**src/hdl/wwmc_pkg.sv**
```systemverilog
// Shared types, register indexes and the delimiter classifier of the word match counter.
package wwmc_pkg;

	localparam int TEXT_W   = 8;
	localparam int TARGET_W = 64;
	localparam int TLEN_W   = 4;
	localparam int COUNT_W  = 32;
	localparam int INDEX_W  = 1;

	localparam logic [INDEX_W-1:0] REG_TARGET_WORD   = 1'd0;
	localparam logic [INDEX_W-1:0] REG_TARGET_LENGTH = 1'd1;

	localparam logic [COUNT_W-1:0] COUNT_TOP = '1;

	typedef struct packed {
		logic              fire;
		logic [TEXT_W-1:0] text;
		logic              last;
	} tok_in_t;

	typedef struct packed {
		logic [COUNT_W-1:0] count_next;
		logic               idle;
	} tok_stat_t;

	function automatic logic is_delim(input logic [TEXT_W-1:0] b);
		logic d;
		case (b) inside
			8'h20, 8'h60, 8'h7E, 8'h21, 8'h40, 8'h23, 8'h24, 8'h25,
			8'h5E, 8'h26, 8'h2A, 8'h28, 8'h29, 8'h2D, 8'h3D, 8'h5F,
			8'h2B, 8'h7C, 8'h2C, 8'h2E, 8'h2F, 8'h3C, 8'h3E, 8'h3F,
			8'h27, 8'h22, 8'h5C, 8'h0A, 8'h09, 8'h08: d = 1'b1;
			default: d = 1'b0;
		endcase
		return d;
	endfunction

endpackage

```
**src/hdl/wwmc_token_tracker.sv**
```systemverilog
// Token position, mismatch flag and saturating match counter.
module wwmc_token_tracker
	import wwmc_pkg::*;
#(
	parameter int MAX_WORD_LEN = 8
) (
	input  logic                clk,
	input  logic                arst_n,
	input  tok_in_t             tok_in,
	input  logic [TARGET_W-1:0] target_word,
	input  logic [TLEN_W-1:0]   target_length,
	output tok_stat_t           tok_stat
);

	localparam int PW   = $clog2(MAX_WORD_LEN + 2);
	localparam int IDXW = (MAX_WORD_LEN > 1) ? $clog2(MAX_WORD_LEN) : 1;
	localparam int CW   = (PW > TLEN_W) ? PW : TLEN_W;

	logic [PW-1:0]      pos_q;
	logic               mism_q;
	logic [COUNT_W-1:0] count_q;

	logic [TEXT_W-1:0]  word_bytes [MAX_WORD_LEN];
	logic               delim;
	logic               pos_in_word;
	logic [TEXT_W-1:0]  want;
	logic               mism_grow;
	logic [PW-1:0]      pos_grow;
	logic               do_close;
	logic [PW-1:0]      close_pos;
	logic               close_mism;
	logic               len_ok;
	logic               hit;
	logic [PW-1:0]      pos_d;
	logic               mism_d;
	logic [COUNT_W-1:0] count_d;

	always_comb begin
		for (int i = 0; i < MAX_WORD_LEN; i++) begin
			word_bytes[i] = target_word[TEXT_W*i +: TEXT_W];
		end
	end

	always_comb begin
		delim       = is_delim(tok_in.text);
		pos_in_word = (CW'(pos_q) < CW'(target_length)) && (pos_q < PW'(MAX_WORD_LEN));
		want        = pos_in_word ? word_bytes[pos_q[IDXW-1:0]] : '0;
		mism_grow   = mism_q || !pos_in_word || (want != tok_in.text);
		pos_grow    = (pos_q < PW'(MAX_WORD_LEN + 1)) ? PW'(pos_q + 1'b1) : pos_q;
		do_close    = delim || tok_in.last;
		close_pos   = delim ? pos_q : pos_grow;
		close_mism  = delim ? mism_q : mism_grow;
		len_ok      = (target_length != '0) && (CW'(target_length) <= CW'(MAX_WORD_LEN));
		hit         = do_close && (close_pos != '0) && !close_mism && len_ok &&
			(CW'(close_pos) == CW'(target_length));
		pos_d       = do_close ? '0 : pos_grow;
		mism_d      = do_close ? 1'b0 : mism_grow;
		count_d     = (hit && (count_q != COUNT_TOP)) ? COUNT_W'(count_q + 1'b1) : count_q;
	end

	always_ff @(posedge clk or negedge arst_n) begin
		if (!arst_n) begin
			pos_q   <= '0;
			mism_q  <= 1'b0;
			count_q <= '0;
		end else if (tok_in.fire) begin
			pos_q   <= pos_d;
			mism_q  <= mism_d;
			count_q <= count_d;
		end
	end

	assign tok_stat.count_next = count_d;
	assign tok_stat.idle       = (pos_q == '0) && !mism_q;

endmodule

```
**src/hdl/whole_word_match_counter.sv**
```systemverilog
// Top level of the whole-word match counter: registers, handshakes and checks.
// Usage:
//   Send text one byte per word on the input channel (text_byte, end_of_text,
//   in_valid/in_ready). Mark the final byte with end_of_text.
//   Each input word yields one output word (match_count, count_final,
//   out_valid/out_ready): the saturating count of tokens equal to the target,
//   including a token that ends at that byte.
//   Tokens end at space, tab, LF, BS and most punctuation; runs count as one.
//   Program target_word (index 0) and target_length (index 1, 1..8) through
//   write_enable/reg_index/write_data while no word is in flight.
// Timing:
//   An accepted word is held in the input register, then the token update
//   feeds the result register that drives out_valid.
//   Throughput is one word per cycle while the output is not stalled; the
//   token update is a single byte compare plus a 32-bit increment.
// Reset and stall:
//   Reset clears both stages, the token state and the count, and loads
//   target_word = 0, target_length = 1. A stalled output holds its word;
//   in_ready drops only once both stages are full.
module whole_word_match_counter
	import wwmc_pkg::*;
#(
	parameter int MAX_WORD_LEN = 8
) (
	input  logic                clk,
	input  logic                arst_n,
	input  logic                in_valid,
	output logic                in_ready,
	input  logic [TEXT_W-1:0]   text_byte,
	input  logic                end_of_text,
	output logic                out_valid,
	input  logic                out_ready,
	output logic [COUNT_W-1:0]  match_count,
	output logic                count_final,
	input  logic                write_enable,
	input  logic [INDEX_W-1:0]  reg_index,
	input  logic [TARGET_W-1:0] write_data
);

	logic [TARGET_W-1:0] target_word_q;
	logic [TLEN_W-1:0]   target_length_q;

	logic                valid_s1;
	logic [TEXT_W-1:0]   text_s1;
	logic                last_s1;
	logic                valid_s2;
	logic [COUNT_W-1:0]  count_s2;
	logic                final_s2;

	logic                take_s2;
	logic                advance_s1;
	tok_in_t             tok_in;
	tok_stat_t           tok_stat;

	always_ff @(posedge clk or negedge arst_n) begin
		if (!arst_n) begin
			target_word_q   <= '0;
			target_length_q <= TLEN_W'(1);
		end else if (write_enable) begin
			case (reg_index)
				REG_TARGET_WORD:   target_word_q   <= write_data;
				REG_TARGET_LENGTH: target_length_q <= write_data[TLEN_W-1:0];
				default: ;
			endcase
		end
	end

	assign take_s2    = !valid_s2 || out_ready;
	assign advance_s1 = valid_s1 && take_s2;
	assign in_ready   = !valid_s1 || take_s2;

	always_ff @(posedge clk or negedge arst_n) begin
		if (!arst_n) begin
			valid_s1 <= 1'b0;
		end else if (in_ready) begin
			valid_s1 <= in_valid;
		end
	end

	always_ff @(posedge clk) begin
		if (in_ready && in_valid) begin
			text_s1 <= text_byte;
			last_s1 <= end_of_text;
		end
	end

	assign tok_in.fire = advance_s1;
	assign tok_in.text = text_s1;
	assign tok_in.last = last_s1;

	wwmc_token_tracker #(
		.MAX_WORD_LEN(MAX_WORD_LEN)
	) u_tracker (
		.clk          (clk),
		.arst_n       (arst_n),
		.tok_in       (tok_in),
		.target_word  (target_word_q),
		.target_length(target_length_q),
		.tok_stat     (tok_stat)
	);

	always_ff @(posedge clk or negedge arst_n) begin
		if (!arst_n) begin
			valid_s2 <= 1'b0;
		end else if (take_s2) begin
			valid_s2 <= valid_s1;
		end
	end

	always_ff @(posedge clk) begin
		if (advance_s1) begin
			count_s2 <= tok_stat.count_next;
			final_s2 <= last_s1;
		end
	end

	assign out_valid   = valid_s2;
	assign match_count = count_s2;
	assign count_final = final_s2;

	a_accept_fills_s1: assert property (@(posedge clk) disable iff (!arst_n)
		(in_valid && in_ready) |=> valid_s1)
		else $error("accepted word did not reach the input register");

	a_count_monotonic: assert property (@(posedge clk) disable iff (!arst_n)
		(advance_s1 && valid_s2 && out_ready) |=> (count_s2 >= $past(count_s2)))
		else $error("match count decreased");

	a_final_clears_token: assert property (@(posedge clk) disable iff (!arst_n)
		(valid_s2 && final_s2) |-> tok_stat.idle)
		else $error("token state not cleared after final byte");

	a_stall_blocks_s1: assert property (@(posedge clk) disable iff (!arst_n)
		(valid_s1 && valid_s2 && !out_ready) |-> !in_ready)
		else $error("input taken while both stages are full");

endmodule
```
**config.mk**
```make
export PLATFORM = sky130hd
export DESIGN_NAME = whole_word_match_counter
export DESIGN_NICKNAME = d
export VERILOG_FILES = /design/src/hdl/wwmc_pkg.sv /design/src/hdl/wwmc_token_tracker.sv /design/src/hdl/whole_word_match_counter.sv
export SDC_FILE = /design/constraint.sdc
export NUM_CORES = 1
export LEC_CHECK = 0
export BUFFER_PORTS_ARGS = -buffer_cell sky130_fd_sc_hd__buf_2
export CAP_MARGIN = 40
export CORE_UTILIZATION = 32
export DETAILED_ROUTE_END_ITERATION = 10
export PLACE_DENSITY = 0.47
export SLEW_MARGIN = 20
export SYNTH_ARGS = -nofsm -noshare
export SYNTH_HDL_FRONTEND = slang
export SYNTH_SLANG_ARGS = --single-unit
```
**constraint.sdc**
```tcl
create_clock -name clk -period 3.6 [get_ports clk]
set_input_delay 0.18 -clock clk [delete_from_list [all_inputs] [get_ports clk]]
set_output_delay 0.18 -clock clk [all_outputs]
set_load 0.02 [all_outputs]
```
## Yosys cells after proc, flatten, opt, wreduce, memory -nomap -nowiden

Index checks and enable logic that the tools add are counted.
Widths: inputs -> output; s select.

| operators by class | value |
|---|---|
| $add $sub $neg | 2 |
| bitwise gates (word level) | 2 |
| eq/ne operators | 33 |
| $lt $le $gt $ge | 5 |
| reductions and logical operators | 23 |
| mux-type cells | 11 |

Operator list:

| operator | count |
|---|---|
| $eq 8x6->1 const B | 20 |
| $eq 8x7->1 const B | 7 |
| $add 32x1->32 const B | 1 |
| $mux 32 | 1 |
| $ne 32x32->1 const B | 1 |
| $reduce_or 30->1 | 1 |
| $bmux 8 s3 | 1 |
| $eq 8x4->1 const B | 3 |
| $mux 8 | 3 |
| $mux 4 | 3 |
| $logic_and 1x1->1 | 9 |
| $lt 4x4->1 const B | 2 |
| $ne 8x8->1 | 1 |
| $reduce_bool 4->1 | 2 |
| $logic_or 1x1->1 | 5 |
| $add 4x1->4 const B | 1 |
| $eq 4x4->1 | 1 |
| $ge 4x4->1 const B | 1 |
| $le 4x4->1 const B | 1 |
| $logic_not 1->1 | 4 |
| $lt 4x4->1 | 1 |
| $not 3->4 | 1 |
| $reduce_and 2->1 | 2 |
| $mux 1 | 3 |
| $not 1->1 | 1 |

| storage, ports and cells | value |
|---|---|
| output and inout bits | 35 |
| logic and storage cells | 87 |
| register bits after elaboration | 149 |

## Logic depth before layout (Yosys ltp)

| depth | value |
|---|---|
| word-level depth | 14 |
| depth in mapped cells | 14 |
| mapped depth without buffers | 10 |

## By module

A second synthesis with hierarchy kept.

| unflattened totals | value |
|---|---|
| cell total of the unflattened synthesis | 548 |
| area total of the unflattened synthesis | 7467.2 µm² |

Modules (own cells, without submodules):

| module | instances | seq. area each (µm²) | area each (µm²) | cells an instance |
|---|---|---|---|---|
| whole_word_match_counter | 1 | 3014.1 | 4201.5 | 195 |
| wwmc_token_tracker | 1 | 925.9 | 3265.6 | 353 |

## Worst setup path after synthesis

No wires, ideal clock.

| timing | value |
|---|---|
| path kind | register to register |
| start point | register u_tracker.pos_q[0] |
| end point | register count_s2[10], in the netlist match_count[10] (data pin) |
| stages on the path, launching flop included | 14 |
| required time | 3.333 ns |
| period minus slack after synthesis | 3.050 ns |
| path buffers | 5 |
| setup time | 0.267 ns |
| path slack | 0.550 ns |
| data arrival time | 2.783 ns |
| cells stage by stage | dfrtp_1 -> buf_2 -> buf_2 -> inv_2 -> ha_1 -> a21boi_0 -> a31oi_1 -> a32oi_1 -> clkbuf_1 -> nand2b_1 -> buf_2 -> buf_2 -> nor4_2 -> xor2_1 |

RTL lines:

| what | RTL line | RTL |
|---|---|---|
| start, declared | wwmc_token_tracker.sv:19 | `logic [PW-1:0] pos_q;` |
| start signal, assigned | wwmc_token_tracker.sv:67 | `pos_q <= pos_d;` |
| end signal, assigned | whole_word_match_counter.sv:112 | `count_s2 <= tok_stat.count_next;` |
| end, declared | whole_word_match_counter.sv:47 | `logic [COUNT_W-1:0] count_s2;` |

==> summary.md <==
| Metric | Value |
|---|---|
| Outcome | `finished clean` |
| Met3 GRT Util | `3.52%` |
| Class of the tightest hold or removal check | `in2reg` |
| Maximum clock path buffer count | `2` |
| Clock Tree Root | `clkbuf_16` |
| Worst-path cell with the longest stage delay | `dfrtp_1` |
| Violation count after the first detailed-route iteration | `approximately 250` |
| Pin count of the biggest net entering global routing | `108` |
| Actual slew at the worst max-slew pin | `0.807 ns` |
| Fraction of the mapped netlist area in adder cells | `less than 1%` |
| Compound-gate portion of the synthesized area | `under 10%` |
| Worst relative slew slack | `a little under half` |
| Worst path buffer plus inverter count | `2` |
| Crit path DAT | `3.43 ns` |
| F_max | `0.307 GHz` |
| Layer carrying the most global-route usage | `met2` |
| Synthesized area per cell | `12.8 µm²` |
| Hold WS | `approximately 0.018 ns` |
| # H-tree levels | `4` |
| Post-synthesis cell type with the largest combined area | `dfrtp_1` |
| Sequential cell area fraction in the yosys report | `49.7%` |
| Layout fillers | `2300` |
| Fin crit share | `between 90% and 100%` |
| Post-Syn Instances | `619` |
| Share of the synthesized area in the top cell type | `33.5%` |
| Synth Area in Simple Gates | `18.2%` |
| Class of the most critical setup path | `reg2reg` |
| Post-detailed-placement half-perimeter wirelength | `about 13000 µm` |
| Xor/xnor cell area share of the yosys netlist | `roughly 8%` |
| Number of buffer cells added on primary ports | `113` |
| Final Wtd Congestion | `0.787` |
| Clock Pin Slew Worst Setup and Hold Paths | `0.07 ns` |
| Max IR drop VDD | `256 µV` |
| Count of synthesis-stage warnings from yosys | `0` |
| Post-route clock skew | `roughly 0.016 ns` |
| Non-filler cells, final | `1131` |
| Max-cap violations | `0` |
| Most frequently used cell type in the post-synthesis netlist | `dfrtp_1` |
| Via-per-instance ratio | `4.92` |
| Antenna violations before repair | `0` |
| Count of distinct cell types in the synthesized netlist | `66` |
| Vert. Die Dim | `159 µm` |
| Insertion delay to the later sink of the worst-skew pair | `0.43 ns` |
| Post-route setup TNS | `0 ns` |
| Final Critical Period | `3.26 ns` |
| LEAKAGE | `4.29 nW` |
| Count of cells resized by post-cts repair | `0` |
| Critical path cell sequence | `inv_1, a21boi_0, a31oi_1, xnor2_1, o31ai_1, nand2_2, buf_12, nor3_1, mux2_2` |
| Number of enable flip-flop cells after synthesis | `42` |
| Critical Path End Type | `flop` |
| Die area | `25400 µm²` |
| Final hold viol count | `0` |
| Yosys reg bits | `149` |
| Dominant synthesized flop cell | `dfrtp_1` |
| Core region area | `24300 µm²` |
| Number of slew-limit violations in the final report | `0` |
| Family with the most delay on the worst path | `compound AO/OA/AOI/OAI gates` |
| Launching element type of the critical path | `flop` |
| Number of cells after detailed placement | `between 1k and 1.5k` |
| Share of post-route cells with drive strength above 1 | `38.4%` |
| Combined flip-flop and latch cell area | `3940 µm²` |
| Unrepaired setup endpoints after global routing | `no` |
| Number of iterations in the first detailed-routing pass | `4` |
| Via count of the routed design | `5559` |
| Count of antenna-violating nets left after detailed routing | `0` |
| Synthesis-to-finish area growth | `27.8%` |
| CTS tree | `built` |
| Top-level I/O count | `114` |
| Number of setup violations in the final report | `0` |
| Mean routed wirelength per cell | `16.5 µm` |
| Diodes inserted | `0` |
| TritonCTS buffer count | `17` |
| Die Width | `159 µm` |
| Netlist Area Pre-Place | `7920 µm²` |
| Number of rows created at floorplan | `57` |
| Net Count, Synth | `704` |
| Fraction of registers with async set or reset after synthesis | `just over 70%` |
| Req. time, crit path | `3.77 ns` |
| Clock sinks | `149` |
| Grt met1 use | `approximately a fifth` |
| DRC violation count after routing | `0` |
| Largest fanout on the critical path | `34` |
| Number of global-route vias before repair | `5946` |
| Largest family of logic cells by synthesized area | `simple AND/OR/NAND/NOR gates` |
| Drt total wl | `18600 µm` |
| Layout Nets | `879` |
| Synth cell count leaders | `dfrtp_1 (106), mux2_2 (74), xor2_1 (63)` |
| Post-CTS setup-driven buffer insertion count | `0` |
| Portion of netlist area occupied by mux cells | `15.5%` |
| GRT overflow | `0` |
| Ranking of synthesized cells by area | `dfrtp_1 (33%), edfxtp_1 (16%), mux2_2 (11%)` |
| Maximum single-stage delay on the critical path | `0.65 ns` |
| Global routing usage on met2 | `25.6%` |
| Initial standard-cell utilization of the core | `32.6%` |
| Global-route wire length before repair | `about 31000 µm` |
| GRT Overall Usage | `15.5%` |
| Pwr/cell area | `470 nW/µm²` |
| Area of the multi-input gates | `between 3000 and 4000 µm²` |
routing by layer:
| layer | vias up | wire length (µm) |
|---|---|---|
| met4 | 0 | 283 |
| met5 | - | 0 |
| met3 | 21 | 626 |
| met1 | 2757 | 8680 |
| li1 | 2643 | - |
| met2 | 138 | 9060 |
flip-flops by register name, indices dropped and copies added, names as in the netlist, 4 cells and up:
name / cells
match_count: 32
target_length_q: 4
target_word_q: 64
text_s1: 8
u_tracker.count_q: 32
u_tracker.pos_q: 4
cell families after synthesis:
group | count (synthesis)
buffers and inverters | 57
XOR/XNOR | 72
AND/OR/NAND/NOR | 200
flip-flops | 149
multiplexers | 95
AO/OA/AOI/OAI | 40
adder cells (fa/ha/maj) | 6
worst paths after layout:
path / start / end / slack [ns] / cells past startpoint
max: u_tracker.pos_q[2]$_DFFE_PN0P_ / match_count[1]$_DFFE_PP_ / 0.34 / 9
min: write_data[2] / target_word_q[2]$_DFFE_PN0P_ / 0.02 / 2
max reg2reg: u_tracker.pos_q[2]$_DFFE_PN0P_ / match_count[1]$_DFFE_PP_ / 0.34 / 9
min reg2reg: valid_s1$_DFFE_PN0N_ / out_valid$_DFFE_PN0P_ / 0.49 / 1
max in group asynchronous: arst_n / u_tracker.count_q[5]$_DFFE_PN0P_ / 2.72 / 3
min in group asynchronous: arst_n / u_tracker.pos_q[3]$_DFFE_PN0P_ / 0.38 / 3
report_power, final:
group,internal [mW],total [mW],switching [mW],leakage [nW]
registers,1.90,2.01,0.109,1.75
logic,0.465,0.983,0.518,2.25
clock network,0.992,1.76,0.772,0.288
area by class of cell:
class | instances | share of cell area [%]
clock buffers | 18 | 4.34
clock inverters | 14 | 1.35
flip-flops and latches | 149 | 38.9
inverters | 10 | 0.371
well taps | 324 | 4.00
multi-input cells | 413 | 36.6
repair buffers | 203 | 14.5
per-stage QoR:
step	power (mW)	instance area, µm²	setup slack [ns]	util [%]
6_report	4.76	10100	0.341	41.6
3_5_place_dp	2.98	8820	0.343	36.3
4_1_cts	4.83	10100	0.311	41.6
3_3_place_gp	2.96	8820	0.359	36.3
2_1_floorplan	2.69	7920	0.550	-
5_1_grt	5.00	10100	0.0834	41.6
cell usage in the layout, fill, tap and decap left out, types with 6 or more instances in the layout:
cell type	synthesis	routed
dfrtp_1	106	106
buf_2	13	112
ha_1	6	6
nand4_1	14	14
a21oi_1	8	8
dlygate4sd3_1	0	73
or3_1	13	13
mux4_2	11	11
mux2_2	74	74
xnor2_1	9	9
nor4_2	38	38
buf_4	0	15
edfxtp_1	42	42
nor3_1	26	26
inv_6	0	6
nor2_1	14	14
nand3_1	16	16
xor2_1	63	63
mux2i_1	7	7
clkbuf_16	0	17
inv_1	8	8
nand2b_1	6	6
nand2_1	26	25
or2_2	7	7
and3_1	8	8
what timing repair did:
item / 4_1_cts / 5_1_grt
hold endpoints to repair: 180 / 0
hold buffers: 73 / 0
setup endpoints to repair: 0 / 0
No activity file was read; power rests on OpenSTA's default activity.
